`config.mk`:
```
export PLATFORM = sky130hd
export DESIGN_NAME = balance_state_feedback_controller_unit
export DESIGN_NICKNAME = d
export VERILOG_FILES = /design/src/hdl/bsfc_pkg.sv /design/src/hdl/balance_state_feedback_controller_unit.sv /design/src/hdl/bsfc_smul.sv
export SDC_FILE = /design/constraint.sdc
export NUM_CORES = 2
export LEC_CHECK = 0
export BUFFER_PORTS_ARGS = -buffer_cell sky130_fd_sc_hd__buf_2
export CAP_MARGIN = 20
export CORE_MARGIN = 10
export CORE_UTILIZATION = 42
export CTS_CLUSTER_SIZE = 16
export DETAILED_ROUTE_END_ITERATION = 8
export PLACE_DENSITY = 0.6
export SKIP_CTS_REPAIR_TIMING = 1
export SLEW_MARGIN = 5
export SYNTH_ARGS = -nofsm -noshare
export SYNTH_HDL_FRONTEND = slang
export SYNTH_SLANG_ARGS = --single-unit
```
`constraint.sdc`:
```
create_clock -name clk -period 9.48 [get_ports clk]
set_clock_uncertainty 0.05 [all_clocks]
set_input_delay 1.896 -clock clk [delete_from_list [all_inputs] [get_ports clk]]
set_output_delay 1.896 -clock clk [all_outputs]
set_load 0.01 [all_outputs]
```
`src/hdl/bsfc_pkg.sv`:
```
package bsfc_pkg;

  // serial multiplier operand and product widths
  localparam int MA_W = 34;
  localparam int MB_W = 17;
  localparam int P_W  = MA_W + MB_W - 1;

  localparam logic signed [16:0] PI_Q12     = 17'sd12868;
  localparam logic signed [16:0] TWO_PI_Q12 = 17'sd25736;
  localparam logic signed [16:0] RADIUS_Q16 = 17'sd2621;

  localparam logic [2:0] REG_GAIN_TILT      = 3'd0;
  localparam logic [2:0] REG_GAIN_TILT_RATE = 3'd1;
  localparam logic [2:0] REG_GAIN_DISTANCE  = 3'd2;
  localparam logic [2:0] REG_GAIN_SPEED     = 3'd3;
  localparam logic [2:0] REG_TORQUE_LIMIT   = 3'd4;
  localparam logic [2:0] REG_TILT_LIMIT     = 3'd5;
  localparam logic [2:0] REG_SPEED_LIMIT    = 3'd6;
  localparam logic [2:0] REG_FILTER_ALPHA   = 3'd7;

  localparam logic [1:0] STATUS_RUN   = 2'd0;
  localparam logic [1:0] STATUS_LOST  = 2'd1;
  localparam logic [1:0] STATUS_ABORT = 2'd2;

  typedef enum logic [2:0] {
    ST_IDLE,
    ST_PREP,
    ST_LOAD,
    ST_WAIT,
    ST_FIN
  } st_t;

  typedef enum logic [2:0] {
    OP_FILT_L,
    OP_FILT_R,
    OP_DIST,
    OP_SPEED,
    OP_GAIN_TILT,
    OP_GAIN_RATE,
    OP_GAIN_DIST,
    OP_GAIN_SPEED
  } op_t;

endpackage

```
`src/hdl/balance_state_feedback_controller_unit.sv`:
```
// an accepted in word runs prep, eight passes of the bit-serial multiplier and fin, where its out
// word is registered once the output slot is free; no new in word is taken until then
// (each pass: a load step, 17 bit steps and a done step)
// a dead wheel driver short-cuts the tick: prep goes straight to fin, with no multiplier passes
// the tare mean divider runs alongside the multiplier and does not hold up the tick
// rst_n is synchronous: registers return to their defaults, session restarts, no word held
module balance_state_feedback_controller_unit
  import bsfc_pkg::*;
#(
  parameter int TARE_SAMPLES = 200
)(
  input  logic         clk,
  input  logic         rst_n,
  input  logic         in_tvalid,
  output logic         in_tready,
  // pitch, body rate, left_angle, right_angle, left_speed, right_speed,
  // imu_valid, left_driver_alive, right_driver_alive, zero pad
  input  logic [103:0] in_tdata,
  output logic         out_tvalid,
  input  logic         out_tready,
  // torque, status, tare_done, tilt, distance, speed, zero pad
  output logic [87:0]  out_tdata,
  input  logic         cfg_psel,
  input  logic         cfg_penable,
  input  logic         cfg_pwrite,
  input  logic [4:0]   cfg_paddr,
  input  logic [31:0]  cfg_pwdata,
  output logic [31:0]  cfg_prdata,
  output logic         cfg_pready
);

  localparam logic [7:0] TARE_N = 8'(TARE_SAMPLES);

  function automatic logic signed [31:0] sat33(logic signed [32:0] x);
    if (x[32] != x[31]) return x[32] ? 32'sh80000000 : 32'sh7fffffff;
    return x[31:0];
  endfunction

  function automatic logic signed [15:0] sat18(logic signed [17:0] x);
    if (!(x[17:15] == 3'b000 || x[17:15] == 3'b111)) return x[17] ? 16'sh8000 : 16'sh7fff;
    return x[15:0];
  endfunction

  function automatic logic signed [15:0] sat17(logic signed [16:0] x);
    if (x[16] != x[15]) return x[16] ? 16'sh8000 : 16'sh7fff;
    return x[15:0];
  endfunction

  function automatic logic signed [31:0] sat37_32(logic signed [36:0] x);
    if (!(x[36:31] == '0 || x[36:31] == '1)) return x[36] ? 32'sh80000000 : 32'sh7fffffff;
    return x[31:0];
  endfunction

  function automatic logic signed [15:0] sat37_16(logic signed [36:0] x);
    if (!(x[36:15] == '0 || x[36:15] == '1)) return x[36] ? 16'sh8000 : 16'sh7fff;
    return x[15:0];
  endfunction

  function automatic logic signed [16:0] wrap_d(logic signed [15:0] now,
                                                logic signed [15:0] prev);
    logic signed [16:0] d;
    d = {now[15], now} - {prev[15], prev};
    if (d > PI_Q12) d = d - TWO_PI_Q12;
    else if (d < -PI_Q12) d = d + TWO_PI_Q12;
    return d;
  endfunction

  // configuration
  logic signed [15:0] gt_r, gr_r, gd_r, gs_r;
  logic [14:0]        tql_r, til_r, spl_r;
  logic [15:0]        alpha_r;
  logic               cfg_wr;
  logic [2:0]         cfg_idx;

  assign cfg_pready = 1'b1;
  assign cfg_wr     = cfg_psel & cfg_penable & cfg_pwrite;
  assign cfg_idx    = cfg_paddr[4:2];

  always_ff @(posedge clk) begin
    if (!rst_n) begin
      gt_r    <= 16'sd2632;
      gr_r    <= 16'sd358;
      gd_r    <= -16'sd760;
      gs_r    <= -16'sd1521;
      tql_r   <= 15'd8192;
      til_r   <= 15'd2458;
      spl_r   <= 15'd7680;
      alpha_r <= 16'd7316;
    end else if (cfg_wr) begin
      case (cfg_idx)
        REG_GAIN_TILT:      gt_r    <= cfg_pwdata[15:0];
        REG_GAIN_TILT_RATE: gr_r    <= cfg_pwdata[15:0];
        REG_GAIN_DISTANCE:  gd_r    <= cfg_pwdata[15:0];
        REG_GAIN_SPEED:     gs_r    <= cfg_pwdata[15:0];
        REG_TORQUE_LIMIT:   tql_r   <= cfg_pwdata[14:0];
        REG_TILT_LIMIT:     til_r   <= cfg_pwdata[14:0];
        REG_SPEED_LIMIT:    spl_r   <= cfg_pwdata[14:0];
        REG_FILTER_ALPHA:   alpha_r <= cfg_pwdata[15:0];
        default: ;
      endcase
    end
  end

  always_comb begin
    case (cfg_idx)
      REG_GAIN_TILT:      cfg_prdata = {16'd0, gt_r};
      REG_GAIN_TILT_RATE: cfg_prdata = {16'd0, gr_r};
      REG_GAIN_DISTANCE:  cfg_prdata = {16'd0, gd_r};
      REG_GAIN_SPEED:     cfg_prdata = {16'd0, gs_r};
      REG_TORQUE_LIMIT:   cfg_prdata = {17'd0, tql_r};
      REG_TILT_LIMIT:     cfg_prdata = {17'd0, til_r};
      REG_SPEED_LIMIT:    cfg_prdata = {17'd0, spl_r};
      REG_FILTER_ALPHA:   cfg_prdata = {16'd0, alpha_r};
      default:            cfg_prdata = '0;
    endcase
  end

  // sequencer
  st_t st_r, st_nxt;
  op_t op_r;
  logic mul_start;
  logic mul_done;
  logic signed [MA_W-1:0] mul_a;
  logic signed [MB_W-1:0] mul_b;
  logic signed [P_W-1:0]  mul_p;
  logic out_load;

  // captured word
  logic signed [15:0] pitch_r, rate_r, la_r, ra_r, ls_r, rs_r;
  logic               imu_r, alive_r;

  // controller state
  logic               sess_r, urdy_r;
  logic [7:0]         tcnt_r;
  logic signed [23:0] tsum_r;
  logic signed [15:0] offset_r;
  logic signed [15:0] lastl_r, lastr_r;
  logic signed [31:0] lu_r, ru_r;
  logic signed [15:0] fl_r, fr_r;

  logic               tare_done_r;
  logic signed [31:0] dist_r;
  logic signed [15:0] spd_r;
  logic signed [51:0] tacc_r;

  logic               out_valid_r;
  logic [87:0]        out_data_r;

  always_comb begin
    st_nxt = st_r;
    case (st_r)
      ST_IDLE: if (in_tvalid) st_nxt = ST_PREP;
      ST_PREP: st_nxt = alive_r ? ST_LOAD : ST_FIN;
      ST_LOAD: st_nxt = ST_WAIT;
      ST_WAIT: if (mul_done) st_nxt = (op_r == OP_GAIN_SPEED) ? ST_FIN : ST_LOAD;
      ST_FIN:  if (!out_valid_r || out_tready) st_nxt = ST_IDLE;
      default: st_nxt = ST_IDLE;
    endcase
  end

  always_comb begin
    in_tready = 1'b0;
    mul_start = 1'b0;
    out_load  = 1'b0;
    case (st_r)
      ST_IDLE: in_tready = 1'b1;
      ST_LOAD: mul_start = 1'b1;
      ST_FIN:  out_load  = !out_valid_r || out_tready;
      default: ;
    endcase
  end

  always_ff @(posedge clk) begin
    if (!rst_n) st_r <= ST_IDLE;
    else        st_r <= st_nxt;
  end

  always_ff @(posedge clk) begin
    if (in_tvalid && in_tready) begin
      pitch_r <= in_tdata[15:0];
      rate_r  <= in_tdata[31:16];
      la_r    <= in_tdata[47:32];
      ra_r    <= in_tdata[63:48];
      ls_r    <= in_tdata[79:64];
      rs_r    <= in_tdata[95:80];
      imu_r   <= in_tdata[96];
      alive_r <= in_tdata[97] & in_tdata[98];
    end
  end

  // tick front end, evaluated in the prep cycle
  logic [7:0]         cnt0, cnt1;
  logic signed [23:0] sum0, sum1;
  logic               tare_run, ur, div_go;
  logic signed [31:0] base_l, base_r;
  logic signed [15:0] prev_l, prev_r;

  always_comb begin
    cnt0     = sess_r ? 8'd0 : tcnt_r;
    sum0     = sess_r ? 24'sd0 : tsum_r;
    tare_run = cnt0 < TARE_N;
    sum1     = tare_run ? sum0 + 24'(pitch_r) : sum0;
    cnt1     = tare_run ? cnt0 + 8'd1 : cnt0;
    div_go   = (st_r == ST_PREP) && alive_r && tare_run && (cnt1 == TARE_N);
    ur       = !sess_r && urdy_r;
    base_l   = ur ? lu_r : 32'sd0;
    base_r   = ur ? ru_r : 32'sd0;
    prev_l   = ur ? lastl_r : la_r;
    prev_r   = ur ? lastr_r : ra_r;
  end

  // tilt against the current upright offset
  logic signed [16:0] tilt_w;
  logic signed [15:0] tilt;
  logic signed [16:0] tilt_abs, absl, absr;
  logic               abort;

  always_comb begin
    tilt_w   = {pitch_r[15], pitch_r} - {offset_r[15], offset_r};
    tilt     = sat17(tilt_w);
    tilt_abs = tilt[15] ? -17'(tilt) : 17'(tilt);
    absl     = ls_r[15] ? -17'(ls_r) : 17'(ls_r);
    absr     = rs_r[15] ? -17'(rs_r) : 17'(rs_r);
    abort    = (tilt_abs > $signed({2'b00, til_r})) || !imu_r
               || (absl > $signed({2'b00, spl_r})) || (absr > $signed({2'b00, spl_r}));
  end

  always_comb begin
    mul_a = '0;
    mul_b = '0;
    case (op_r)
      OP_FILT_L: begin
        mul_a = MA_W'(ls_r) - MA_W'(fl_r);
        mul_b = {1'b0, alpha_r};
      end
      OP_FILT_R: begin
        mul_a = MA_W'(rs_r) - MA_W'(fr_r);
        mul_b = {1'b0, alpha_r};
      end
      OP_DIST: begin
        mul_a = MA_W'(lu_r) + MA_W'(ru_r);
        mul_b = RADIUS_Q16;
      end
      OP_SPEED: begin
        mul_a = MA_W'(fl_r) + MA_W'(fr_r);
        mul_b = RADIUS_Q16;
      end
      OP_GAIN_TILT: begin
        mul_a = MA_W'(tilt) <<< 4;
        mul_b = MB_W'(gt_r);
      end
      OP_GAIN_RATE: begin
        mul_a = MA_W'(rate_r) <<< 8;
        mul_b = MB_W'(gr_r);
      end
      OP_GAIN_DIST: begin
        mul_a = MA_W'(dist_r);
        mul_b = MB_W'(gd_r);
      end
      OP_GAIN_SPEED: begin
        mul_a = MA_W'(spd_r) <<< 4;
        mul_b = MB_W'(gs_r);
      end
      default: ;
    endcase
  end

  bsfc_smul u_smul (
    .clk   (clk),
    .rst_n (rst_n),
    .start (mul_start),
    .a     (mul_a),
    .b     (mul_b),
    .done  (mul_done),
    .p     (mul_p)
  );

  always_ff @(posedge clk) begin
    if (!rst_n) begin
      sess_r <= 1'b1;
      urdy_r <= 1'b0;
      tcnt_r <= '0;
      tsum_r <= '0;
      lastl_r <= '0;
      lastr_r <= '0;
      lu_r <= '0;
      ru_r <= '0;
      fl_r <= '0;
      fr_r <= '0;
      op_r <= OP_FILT_L;
    end else begin
      case (st_r)
        ST_PREP: begin
          op_r <= OP_FILT_L;
          if (!alive_r) begin
            sess_r <= 1'b1;
            urdy_r <= 1'b0;
          end else begin
            sess_r  <= 1'b0;
            urdy_r  <= 1'b1;
            tcnt_r  <= cnt1;
            tsum_r  <= sum1;
            lu_r    <= sat33({base_l[31], base_l} + 33'(wrap_d(la_r, prev_l)));
            ru_r    <= sat33({base_r[31], base_r} + 33'(wrap_d(ra_r, prev_r)));
            lastl_r <= la_r;
            lastr_r <= ra_r;
            if (!ur) begin
              fl_r <= ls_r;
              fr_r <= rs_r;
            end
          end
        end
        ST_WAIT: begin
          if (mul_done) begin
            op_r <= op_t'(op_r + 3'd1);
            case (op_r)
              OP_FILT_L: fl_r <= sat18({{2{fl_r[15]}}, fl_r} + {mul_p[32], mul_p[32:16]});
              OP_FILT_R: fr_r <= sat18({{2{fr_r[15]}}, fr_r} + {mul_p[32], mul_p[32:16]});
              default: ;
            endcase
          end
        end
        ST_FIN: begin
          if (out_load && alive_r && abort) begin
            sess_r <= 1'b1;
            urdy_r <= 1'b0;
          end
        end
        default: ;
      endcase
    end
  end

  always_ff @(posedge clk) begin
    if (st_r == ST_PREP) tare_done_r <= cnt1 >= TARE_N;
    if (st_r == ST_WAIT && mul_done) begin
      case (op_r)
        OP_DIST:       dist_r <= sat37_32(mul_p[P_W-1:13]);
        OP_SPEED:      spd_r  <= sat37_16(mul_p[P_W-1:13]);
        OP_GAIN_TILT:  tacc_r <= 52'(mul_p);
        OP_GAIN_RATE,
        OP_GAIN_DIST,
        OP_GAIN_SPEED: tacc_r <= tacc_r + 52'(mul_p);
        default: ;
      endcase
    end
  end

  // tare mean: restoring division of |sum| by the sample count, one bit a cycle
  logic               div_busy_r;
  logic [4:0]         div_cnt_r;
  logic [7:0]         div_rem_r;
  logic [23:0]        div_quo_r;
  logic               div_neg_r;
  logic [8:0]         div_t;
  logic               div_ge;
  logic [23:0]        div_q;

  assign div_t  = {div_rem_r, div_quo_r[23]};
  assign div_ge = div_t >= {1'b0, TARE_N};
  assign div_q  = {div_quo_r[22:0], div_ge};

  always_ff @(posedge clk) begin
    if (!rst_n) begin
      div_busy_r <= 1'b0;
      offset_r   <= '0;
    end else if (div_go) begin
      div_busy_r <= 1'b1;
      div_cnt_r  <= '0;
      div_rem_r  <= '0;
      div_neg_r  <= sum1[23];
      div_quo_r  <= sum1[23] ? 24'(-sum1) : 24'(sum1);
    end else if (div_busy_r) begin
      div_cnt_r <= div_cnt_r + 5'd1;
      div_rem_r <= div_ge ? 8'(div_t - {1'b0, TARE_N}) : div_t[7:0];
      div_quo_r <= div_q;
      if (div_cnt_r == 5'd23) begin
        div_busy_r <= 1'b0;
        offset_r   <= div_neg_r ? -div_q[15:0] : div_q[15:0];
      end
    end
  end

  // torque: negate, drop 14 bits, clamp to the limit
  logic signed [51:0] tneg;
  logic signed [37:0] tsh;
  logic signed [37:0] tlim;
  logic signed [15:0] torque;

  always_comb begin
    tneg = -tacc_r;
    tsh  = tneg[51:14];
    tlim = {23'd0, tql_r};
    if (tsh > tlim)       torque = tlim[15:0];
    else if (tsh < -tlim) torque = 16'(-tlim);
    else                  torque = tsh[15:0];
  end

  always_ff @(posedge clk) begin
    if (!rst_n) begin
      out_valid_r <= 1'b0;
    end else if (out_load) begin
      out_valid_r <= 1'b1;
    end else if (out_tready) begin
      out_valid_r <= 1'b0;
    end
  end

  always_ff @(posedge clk) begin
    if (out_load) begin
      if (!alive_r) begin
        out_data_r <= {5'd0, 16'd0, 32'd0, 16'd0, 1'b0, STATUS_LOST, 16'd0};
      end else if (abort) begin
        out_data_r <= {5'd0, spd_r, dist_r, tilt, tare_done_r, STATUS_ABORT, 16'd0};
      end else begin
        out_data_r <= {5'd0, spd_r, dist_r, tilt, tare_done_r, STATUS_RUN, torque};
      end
    end
  end

  assign out_tvalid = out_valid_r;
  assign out_tdata  = out_data_r;

endmodule

```
`src/hdl/bsfc_smul.sv`:
```
module bsfc_smul
  import bsfc_pkg::*;
(
  input  logic                   clk,
  input  logic                   rst_n,
  input  logic                   start,
  input  logic signed [MA_W-1:0] a,
  input  logic signed [MB_W-1:0] b,
  output logic                   done,
  output logic signed [P_W-1:0]  p
);

  localparam int CNT_W = $clog2(MB_W);

  logic                   busy_r;
  logic                   done_r;
  logic [CNT_W-1:0]       cnt_r;
  logic signed [P_W-1:0]  mc_r;
  logic [MB_W-1:0]        mb_r;
  logic signed [P_W-1:0]  p_r;
  logic signed [P_W-1:0]  term;

  // one multiplier bit per cycle, the top bit carries negative weight
  assign term = mb_r[0] ? mc_r : '0;

  always_ff @(posedge clk) begin
    if (!rst_n) begin
      busy_r <= 1'b0;
      done_r <= 1'b0;
      cnt_r  <= '0;
    end else begin
      done_r <= 1'b0;
      if (start) begin
        busy_r <= 1'b1;
        cnt_r  <= '0;
      end else if (busy_r) begin
        cnt_r <= cnt_r + 1'b1;
        if (cnt_r == CNT_W'(MB_W - 1)) begin
          busy_r <= 1'b0;
          done_r <= 1'b1;
        end
      end
    end
  end

  always_ff @(posedge clk) begin
    if (start) begin
      mc_r <= P_W'(a);
      mb_r <= b;
      p_r  <= '0;
    end else if (busy_r) begin
      mc_r <= mc_r <<< 1;
      mb_r <= mb_r >> 1;
      if (cnt_r == CNT_W'(MB_W - 1)) begin
        p_r <= p_r - term;
      end else begin
        p_r <= p_r + term;
      end
    end
  end

  assign done = done_r;
  assign p    = p_r;

endmodule

```
Yosys cells after proc, flatten, opt, wreduce, memory -nomap -nowiden
Cells that the tools add are included.
{"block": "classes", "n_mux": 123, "n_addsub": 31, "reduce_logical": 59, "n_lt_le_gt_ge": 12, "bitwise_logic": 7, "n_eq_ne": 36}
{"operator": "$mux W16", "count": 25}
{"operator": "$mux W32", "count": 11}
{"operator": "$pmux W34 S8", "count": 1}
{"operator": "$pmux W32 S8", "count": 1}
{"operator": "$mux W17", "count": 15}
{"operator": "$mux W50", "count": 4}
{"operator": "$mux W24", "count": 5}
{"operator": "$pmux W52 S2", "count": 1}
{"operator": "$pmux W17 S6", "count": 1}
{"operator": "$sub A16 B16 Y17", "count": 5}
{"operator": "$add A32 B17 Y33", "count": 2}
{"operator": "$pmux W16 S2", "count": 2}
{"operator": "$add A52 B50 Y52", "count": 1}
{"operator": "$neg A52 Y52", "count": 1}
{"operator": "$gt A17 B16 Y1", "count": 3}
{"operator": "$neg A16 Y17", "count": 3}
{"operator": "$add A50 B50 Y50", "count": 1}
{"operator": "$sub A50 B50 Y50", "count": 1}
{"operator": "$mux W1", "count": 41}
{"operator": "$gt A38 B16 Y1", "count": 1}
{"operator": "$lt A38 B38 Y1", "count": 1}
{"operator": "$neg A15 Y38", "count": 1}
{"operator": "$add A16 B17 Y18", "count": 2}
{"operator": "$add A17 B16 Y17 const B", "count": 2}
{"operator": "46 further kinds", "count": 137}
{"block": "totals", "regBits": 755, "inputBits": 148, "output_inout_bits": 123}

Longest topological paths before layout
{"block": "logic_depth", "depth_word": 17, "mapped_depth": 40}

By module
Synthesis repeated with hierarchy kept, for this count alone.
{"block": "hier_totals", "cells_unflattened": 6701, "area_unflattened_um2": 56917.1}
{"mod": "balance_state_feedback_controller_unit", "cells_each": 5687, "seq_area_each_um2": 15835.2, "n_inst": 1, "area_each_um2": 48041.1}
{"mod": "bsfc_smul", "cells_each": 1014, "seq_area_each_um2": 3153.0, "n_inst": 1, "area_each_um2": 8876.0}

Worst setup path before layout
No wires, ideal clock.
{"block": "synth_path", "kind": "reg2reg", "from": "register sess_r", "to": "register lu_r[2]", "n_path_buf": 6, "path_stages_with_launch": 37, "period_less_slack_ps": 9133, "t_arrival_ps": 9014, "path_slack_ps": 347, "setup_time_ps": 70, "path_cell_list": "dfxtp_1 clkbuf_1 clkbuf_1 nor2_1 clkbuf_1 buf_1 mux2i_1 fa_1 a21o_1 a21oi_1 o21ai_0 a2111o_1 a31o_2 a21oi_1 xor2_1 o211ai_1 a31o_2 o21bai_1 clkbuf_1 nor2_1 a21oi_1 xnor2_1 ha_1 o21ai_0 a211oi_1 a21oi_1 o41ai_1 a21oi_1 a2111oi_0 a2111oi_0 nor4b_1 o21a_1 nor2_1 xnor2_1 clkbuf_1 o21ai_0 a21oi_1"}
{"block": "synth_between", "elab_chain_len": 17, "elab_cells_between_ends": 23}
{"item": "start, declared", "line": "balance_state_feedback_controller_unit.sv:133", "rtl": "logic sess_r, urdy_r;"}
{"item": "start signal, assigned", "line": "balance_state_feedback_controller_unit.sv:280", "rtl": "sess_r <= 1'b1;"}
{"item": "start signal, assigned", "line": "balance_state_feedback_controller_unit.sv:296", "rtl": "sess_r <= 1'b1;"}
{"item": "start signal, assigned", "line": "balance_state_feedback_controller_unit.sv:299", "rtl": "sess_r <= 1'b0;"}
{"item": "$logic_not A1 Y1 *", "line": "balance_state_feedback_controller_unit.sv:205", "rtl": "ur = !sess_r && urdy_r;"}
{"item": "$logic_and A1 B1 Y1 *", "line": "balance_state_feedback_controller_unit.sv:205"}
{"item": "$mux W16", "line": "balance_state_feedback_controller_unit.sv:208", "rtl": "prev_l = ur ? lastl_r : la_r;"}
{"item": "$sub A16 B16 Y17", "line": "balance_state_feedback_controller_unit.sv:62", "rtl": "d = {now[15], now} - {prev[15], prev};"}
{"item": "$add A17 B16 Y17 or $lt A17 B15 Y1 (tied branches)", "line": "balance_state_feedback_controller_unit.sv:64", "rtl": "else if (d < -PI_Q12) d = d + TWO_PI_Q12;"}
{"item": "$mux W17", "line": "balance_state_feedback_controller_unit.sv:64"}
{"item": "$mux W17", "line": "balance_state_feedback_controller_unit.sv:63", "rtl": "if (d > PI_Q12) d = d - TWO_PI_Q12;"}
{"item": "$mux W17", "line": "balance_state_feedback_controller_unit.sv:295", "rtl": "if (!alive_r) begin"}
{"item": "$mux W17", "line": "balance_state_feedback_controller_unit.sv:292", "rtl": "case (st_r)"}
{"item": "$mux W17", "line": "balance_state_feedback_controller_unit.sv:279", "rtl": "if (!rst_n) begin"}
{"item": "$add A32 B17 Y33 *", "line": "balance_state_feedback_controller_unit.sv:303", "rtl": "lu_r <= sat33({base_l[31], base_l} + 33'(wrap_d(la_r, prev_l)));"}
{"item": "$ne A1 B1 Y1", "line": "balance_state_feedback_controller_unit.sv:35", "rtl": "if (x[32] != x[31]) return x[32] ? 32'sh80000000 : 32'sh7fffffff;"}
{"item": "$mux W1", "line": "balance_state_feedback_controller_unit.sv:35"}
{"item": "$mux W1", "line": "balance_state_feedback_controller_unit.sv:295"}
{"item": "$mux W1", "line": "balance_state_feedback_controller_unit.sv:292"}
{"item": "$mux W1", "line": "balance_state_feedback_controller_unit.sv:279"}
{"item": "$mux W32 *", "line": "balance_state_feedback_controller_unit.sv:36", "rtl": "return x[31:0];"}
{"item": "end signal, assigned", "line": "balance_state_feedback_controller_unit.sv:303"}
{"item": "end, declared", "line": "balance_state_feedback_controller_unit.sv:138", "rtl": "logic signed [31:0] lu_r, ru_r;"}
Mark *: on every way between the ends. The rest lies on a longest branch, timed or not. The select of a mux whose other input is x is not followed.
A chain may end at the register's enable or synchronous reset.

Worst setup path in the final report
{"block": "layout_path", "from": "register urdy_r", "to": "register ru_r[1]"}
{"block": "layout_between", "elab_chain_len": 16, "elab_cells_between_ends": 22}
{"item": "start, declared", "line": "balance_state_feedback_controller_unit.sv:133"}
{"item": "start signal, assigned", "line": "balance_state_feedback_controller_unit.sv:281", "rtl": "urdy_r <= 1'b0;"}
{"item": "start signal, assigned", "line": "balance_state_feedback_controller_unit.sv:297", "rtl": "urdy_r <= 1'b0;"}
{"item": "start signal, assigned", "line": "balance_state_feedback_controller_unit.sv:300", "rtl": "urdy_r <= 1'b1;"}
{"item": "$logic_and A1 B1 Y1 *", "line": "balance_state_feedback_controller_unit.sv:205"}
{"item": "$mux W16", "line": "balance_state_feedback_controller_unit.sv:209", "rtl": "prev_r = ur ? lastr_r : ra_r;"}
{"item": "$sub A16 B16 Y17", "line": "balance_state_feedback_controller_unit.sv:62"}
{"item": "$add A17 B16 Y17 or $lt A17 B15 Y1 (tied branches)", "line": "balance_state_feedback_controller_unit.sv:64"}
{"item": "$mux W17", "line": "balance_state_feedback_controller_unit.sv:64"}
{"item": "$mux W17", "line": "balance_state_feedback_controller_unit.sv:63"}
{"item": "$mux W17", "line": "balance_state_feedback_controller_unit.sv:295"}
{"item": "$mux W17", "line": "balance_state_feedback_controller_unit.sv:292"}
{"item": "$mux W17", "line": "balance_state_feedback_controller_unit.sv:279"}
{"item": "$add A32 B17 Y33 *", "line": "balance_state_feedback_controller_unit.sv:304", "rtl": "ru_r <= sat33({base_r[31], base_r} + 33'(wrap_d(ra_r, prev_r)));"}
{"item": "$ne A1 B1 Y1", "line": "balance_state_feedback_controller_unit.sv:35"}
{"item": "$mux W1", "line": "balance_state_feedback_controller_unit.sv:35"}
{"item": "$mux W1", "line": "balance_state_feedback_controller_unit.sv:295"}
{"item": "$mux W1", "line": "balance_state_feedback_controller_unit.sv:292"}
{"item": "$mux W1", "line": "balance_state_feedback_controller_unit.sv:279"}
{"item": "$mux W32 *", "line": "balance_state_feedback_controller_unit.sv:36"}
{"item": "end signal, assigned", "line": "balance_state_feedback_controller_unit.sv:304"}
{"item": "end, declared", "line": "balance_state_feedback_controller_unit.sv:138"}
Marked as above.

==> metrics.txt <==
Worst-Skew Late Latency=just over 0.7 ns; total die area=148000 µm²; Worst Setup Slack post-DPL=a little under 0.6 ns; Crit Path Category=flip-flop to flip-flop; Internal=approximately 8.1 mW; worst-path maximum fanout=between 60 and 70; Power Density=roughly 210 nW/µm²; CTS tree=yes; FILL cells=approximately 13000; Slowest-stage cell, CP=a2111oi_1; fin. max-slew vios=0; delay-heaviest family, CP=compound AO/OA/AOI/OAI gates; Hold Vio Cnt, Final=0; Critical Path End Type=flip-flop; Gate Count Post-Synth=around 6600; ANT nets after route=0; Worst-Margin Slew=around 1.1 ns; Comb pwr share=0.389; DR WL/cell=21.7 µm; number of CTS-inserted buffers=roughly 90; # setup viols final=0; Row Count=about 130; area grow syn2layout=11.2%; CTS H-tree depth=3; setup TNS=0 ns; vias in the first global route=roughly 47000; Die W=approximately 390 µm; Async SR Flop Fraction=0; GP Congestion=about 0.94; most frequent CP cell=a21o_1; Port Buffers=roughly 230; grt ovf=0; initial antenna violation count=10; post-route setup slack=just under 0.7 ns; post-DP HPWL=between 100 and 150 mm; total number of vias=50500; buffers from clock root to sink, at most=3; crit path DAT=just over 9 ns; min cycle time layout=8.78 ns; most common cell after layout, fill and taps aside=nand2_1; global-route wire length before repair=between 200 and 300 mm; sequential fraction of the synthesis area=0.339; slowest cell delay on critical path=between 0.5 and 0.6 ns; Synthesis Warnings=0; startpoint types=flip-flop; share of layout cells above drive strength 1=0.0910; largest net degree at the start of global routing=87; final net count=~7400; root buf cell=clkbuf_16; sequential share of power=0.313; commonest non-fill, non-tap cells in the layout=nand2_1, a21oi_1, nor2_1; synthesized cell area=between 50000 and 60000 µm²; RSZ-0062 raised after global routing=no; Die H=385 µm; CP bufs+invs=3; worst path required time=10.02 ns; Hold Slack=a little over 0.4 ns; Final Power=approximately 13 mW; drt first pass iters=6; Hold Path Class=flip-flop to flip-flop; initial core utilization=0.424; final period utilization=0.927; Max VDD drop=around 0.2 mV; WL final=~190 mm; EDFF count, synth=roughly 390; vias per cell=a little under 6; Switching Share=0.385; 1st-iter DRT viols=approximately 4500; Std-Cell Core Area=132000 µm²; Sw Pwr=between 5 and 6 mW; Relative slew margins=0.270; DR DRC count=0; GRT Total Usage=0.242; Ports=about 270; FF+latch count, synth=755; Reg clk slew, reported paths=0.06 ns; clock sink count=between 700 and 800; Lkg Pwr=~25 nW; clock power share=0.297; outcome=complete, no violations; Max Freq=0.114 GHz; post-synthesis cell type count=100; Avg Cell Area, Syn=approximately 8.4 µm²; Max Cap Viol=0; Most used DFF post-synth=edfxtp_1
==> Yosys cell counts (all sizes together) (36+ instances only) <==
| library cell | number | area (µm²) |
|---|---|---|
| o21ai | 514 | 2580 |
| and2 | 170 | 1060 |
| a21o | 152 | 1140 |
| mux2i | 102 | 1020 |
| dfxtp | 368 | 7370 |
| ha | 473 | 5920 |
| inv | 249 | 935 |
| edfxtp | 387 | 11600 |
| and3 | 40 | 250 |
| nand2 | 736 | 2770 |
| o211ai | 55 | 413 |
| clkbuf | 282 | 1080 |
| a31oi | 48 | 300 |
| xnor2 | 283 | 2490 |
| a211oi | 99 | 743 |
| buf | 51 | 298 |
| a21oi | 666 | 3330 |
| xor2 | 163 | 1430 |
| nor2b | 79 | 494 |
| a21boi | 36 | 270 |
| or3 | 60 | 375 |
| o21a | 79 | 593 |
| nand2b | 56 | 350 |
| nand3 | 144 | 721 |
| a22oi | 47 | 398 |
| nor3 | 145 | 726 |
| nor2 | 537 | 2020 |
| nand4 | 49 | 307 |
| o21bai | 46 | 345 |
| o31ai | 48 | 360 |
==> worst min-delay path, delay by kind of cell, from the launching register on <==
kind | cells | cell delay (ns)
compound gates | 1 | 0.05
flops | 1 | 0.30
simple gates | 1 | 0.05
==> cell type report <==
class / instances / area, µm² / area share
clock buffer: 109 / 2450 / 0.0393
sequential: 755 / 19000 / 0.305
inverter: 252 / 951 / 0.0153
multi-input combinational: 5312 / 34900 / 0.561
tap: 1755 / 2200 / 0.0353
antenna: 1 / 2.50 / 0.0000402
clock inverter: 64 / 827 / 0.0133
timing repair buffer: 330 / 1940 / 0.0312
==> metrics by stage <==
step            util  instance area [µm²]  instances
2_1_floorplan      -                56100       6652
3_3_place_gp   0.446                58900       8398
3_5_place_dp   0.446                58900       8398
4_1_cts        0.471                62200       8571
5_1_grt        0.472                62300       8577
6_report       0.472                62300       8578
==> registers in the layout, indices dropped and copies added, names as in the netlist, 17 cells and up <==
name,flops
u_smul.mc_r,50
u_smul.mb_r,17
tsum_r,24
u_smul.p,50
ru_r,32
lu_r,32
dist_r,32
out_tdata,83
div_quo_r,24
tacc_r,52
==> layer usage <==
layer | vias to the layer above | GRT usage | share of wire
li1 | 24400 | - | -
met3 | 373 | 0.0384 | 0.076
met4 | 12 | 0.106 | 0.048
met2 | 1802 | 0.381 | 0.44
met1 | 23900 | 0.326 | 0.43
met5 | - | 0 | 0.00040
==> power by group through the flow <==
| stage | Sequential (mW) | Combinational, mW | Clock (mW) |
|---|---|---|---|
| 2_1_floorplan | 4.02 | 3.72 | 0 |
| 3_3_place_gp | 4.17 | 4.92 | 0 |
| 3_5_place_dp | 4.17 | 4.99 | 0 |
| 4_1_cts | 4.10 | 5.03 | 3.96 |
| 5_1_grt | 4.12 | 5.66 | 4.08 |
| 6_report | 4.11 | 5.10 | 3.90 |
==> logic make-up after synthesis <==
family | after synthesis | share of synthesized area
multiplexers | 132 | 0.0259
adder cells (fa/ha/maj) | 487 | 0.111
other | 2 | 0.000134
AND/OR/NAND/NOR | 2169 | 0.183
buffers and inverters | 585 | 0.0415
AO/OA/AOI/OAI | 2056 | 0.230
flip-flops | 755 | 0.339
XOR/XNOR | 446 | 0.0699
==> final timing paths <==
check,startpoint,end,slack (ns),depth (start not counted)
setup reg to reg,urdy_r$_SDFFE_PN0P_,ru_r[1]$_SDFFE_PN0P_,0.70,35
hold reg to reg,lastr_r[5]$_SDFFE_PN0P_,lastr_r[5]$_SDFFE_PN0P_,0.40,2
hold / removal,lastr_r[5]$_SDFFE_PN0P_,lastr_r[5]$_SDFFE_PN0P_,0.40,2
setup / recovery,urdy_r$_SDFFE_PN0P_,ru_r[1]$_SDFFE_PN0P_,0.70,35
Power figures use the tool's default switching activity.
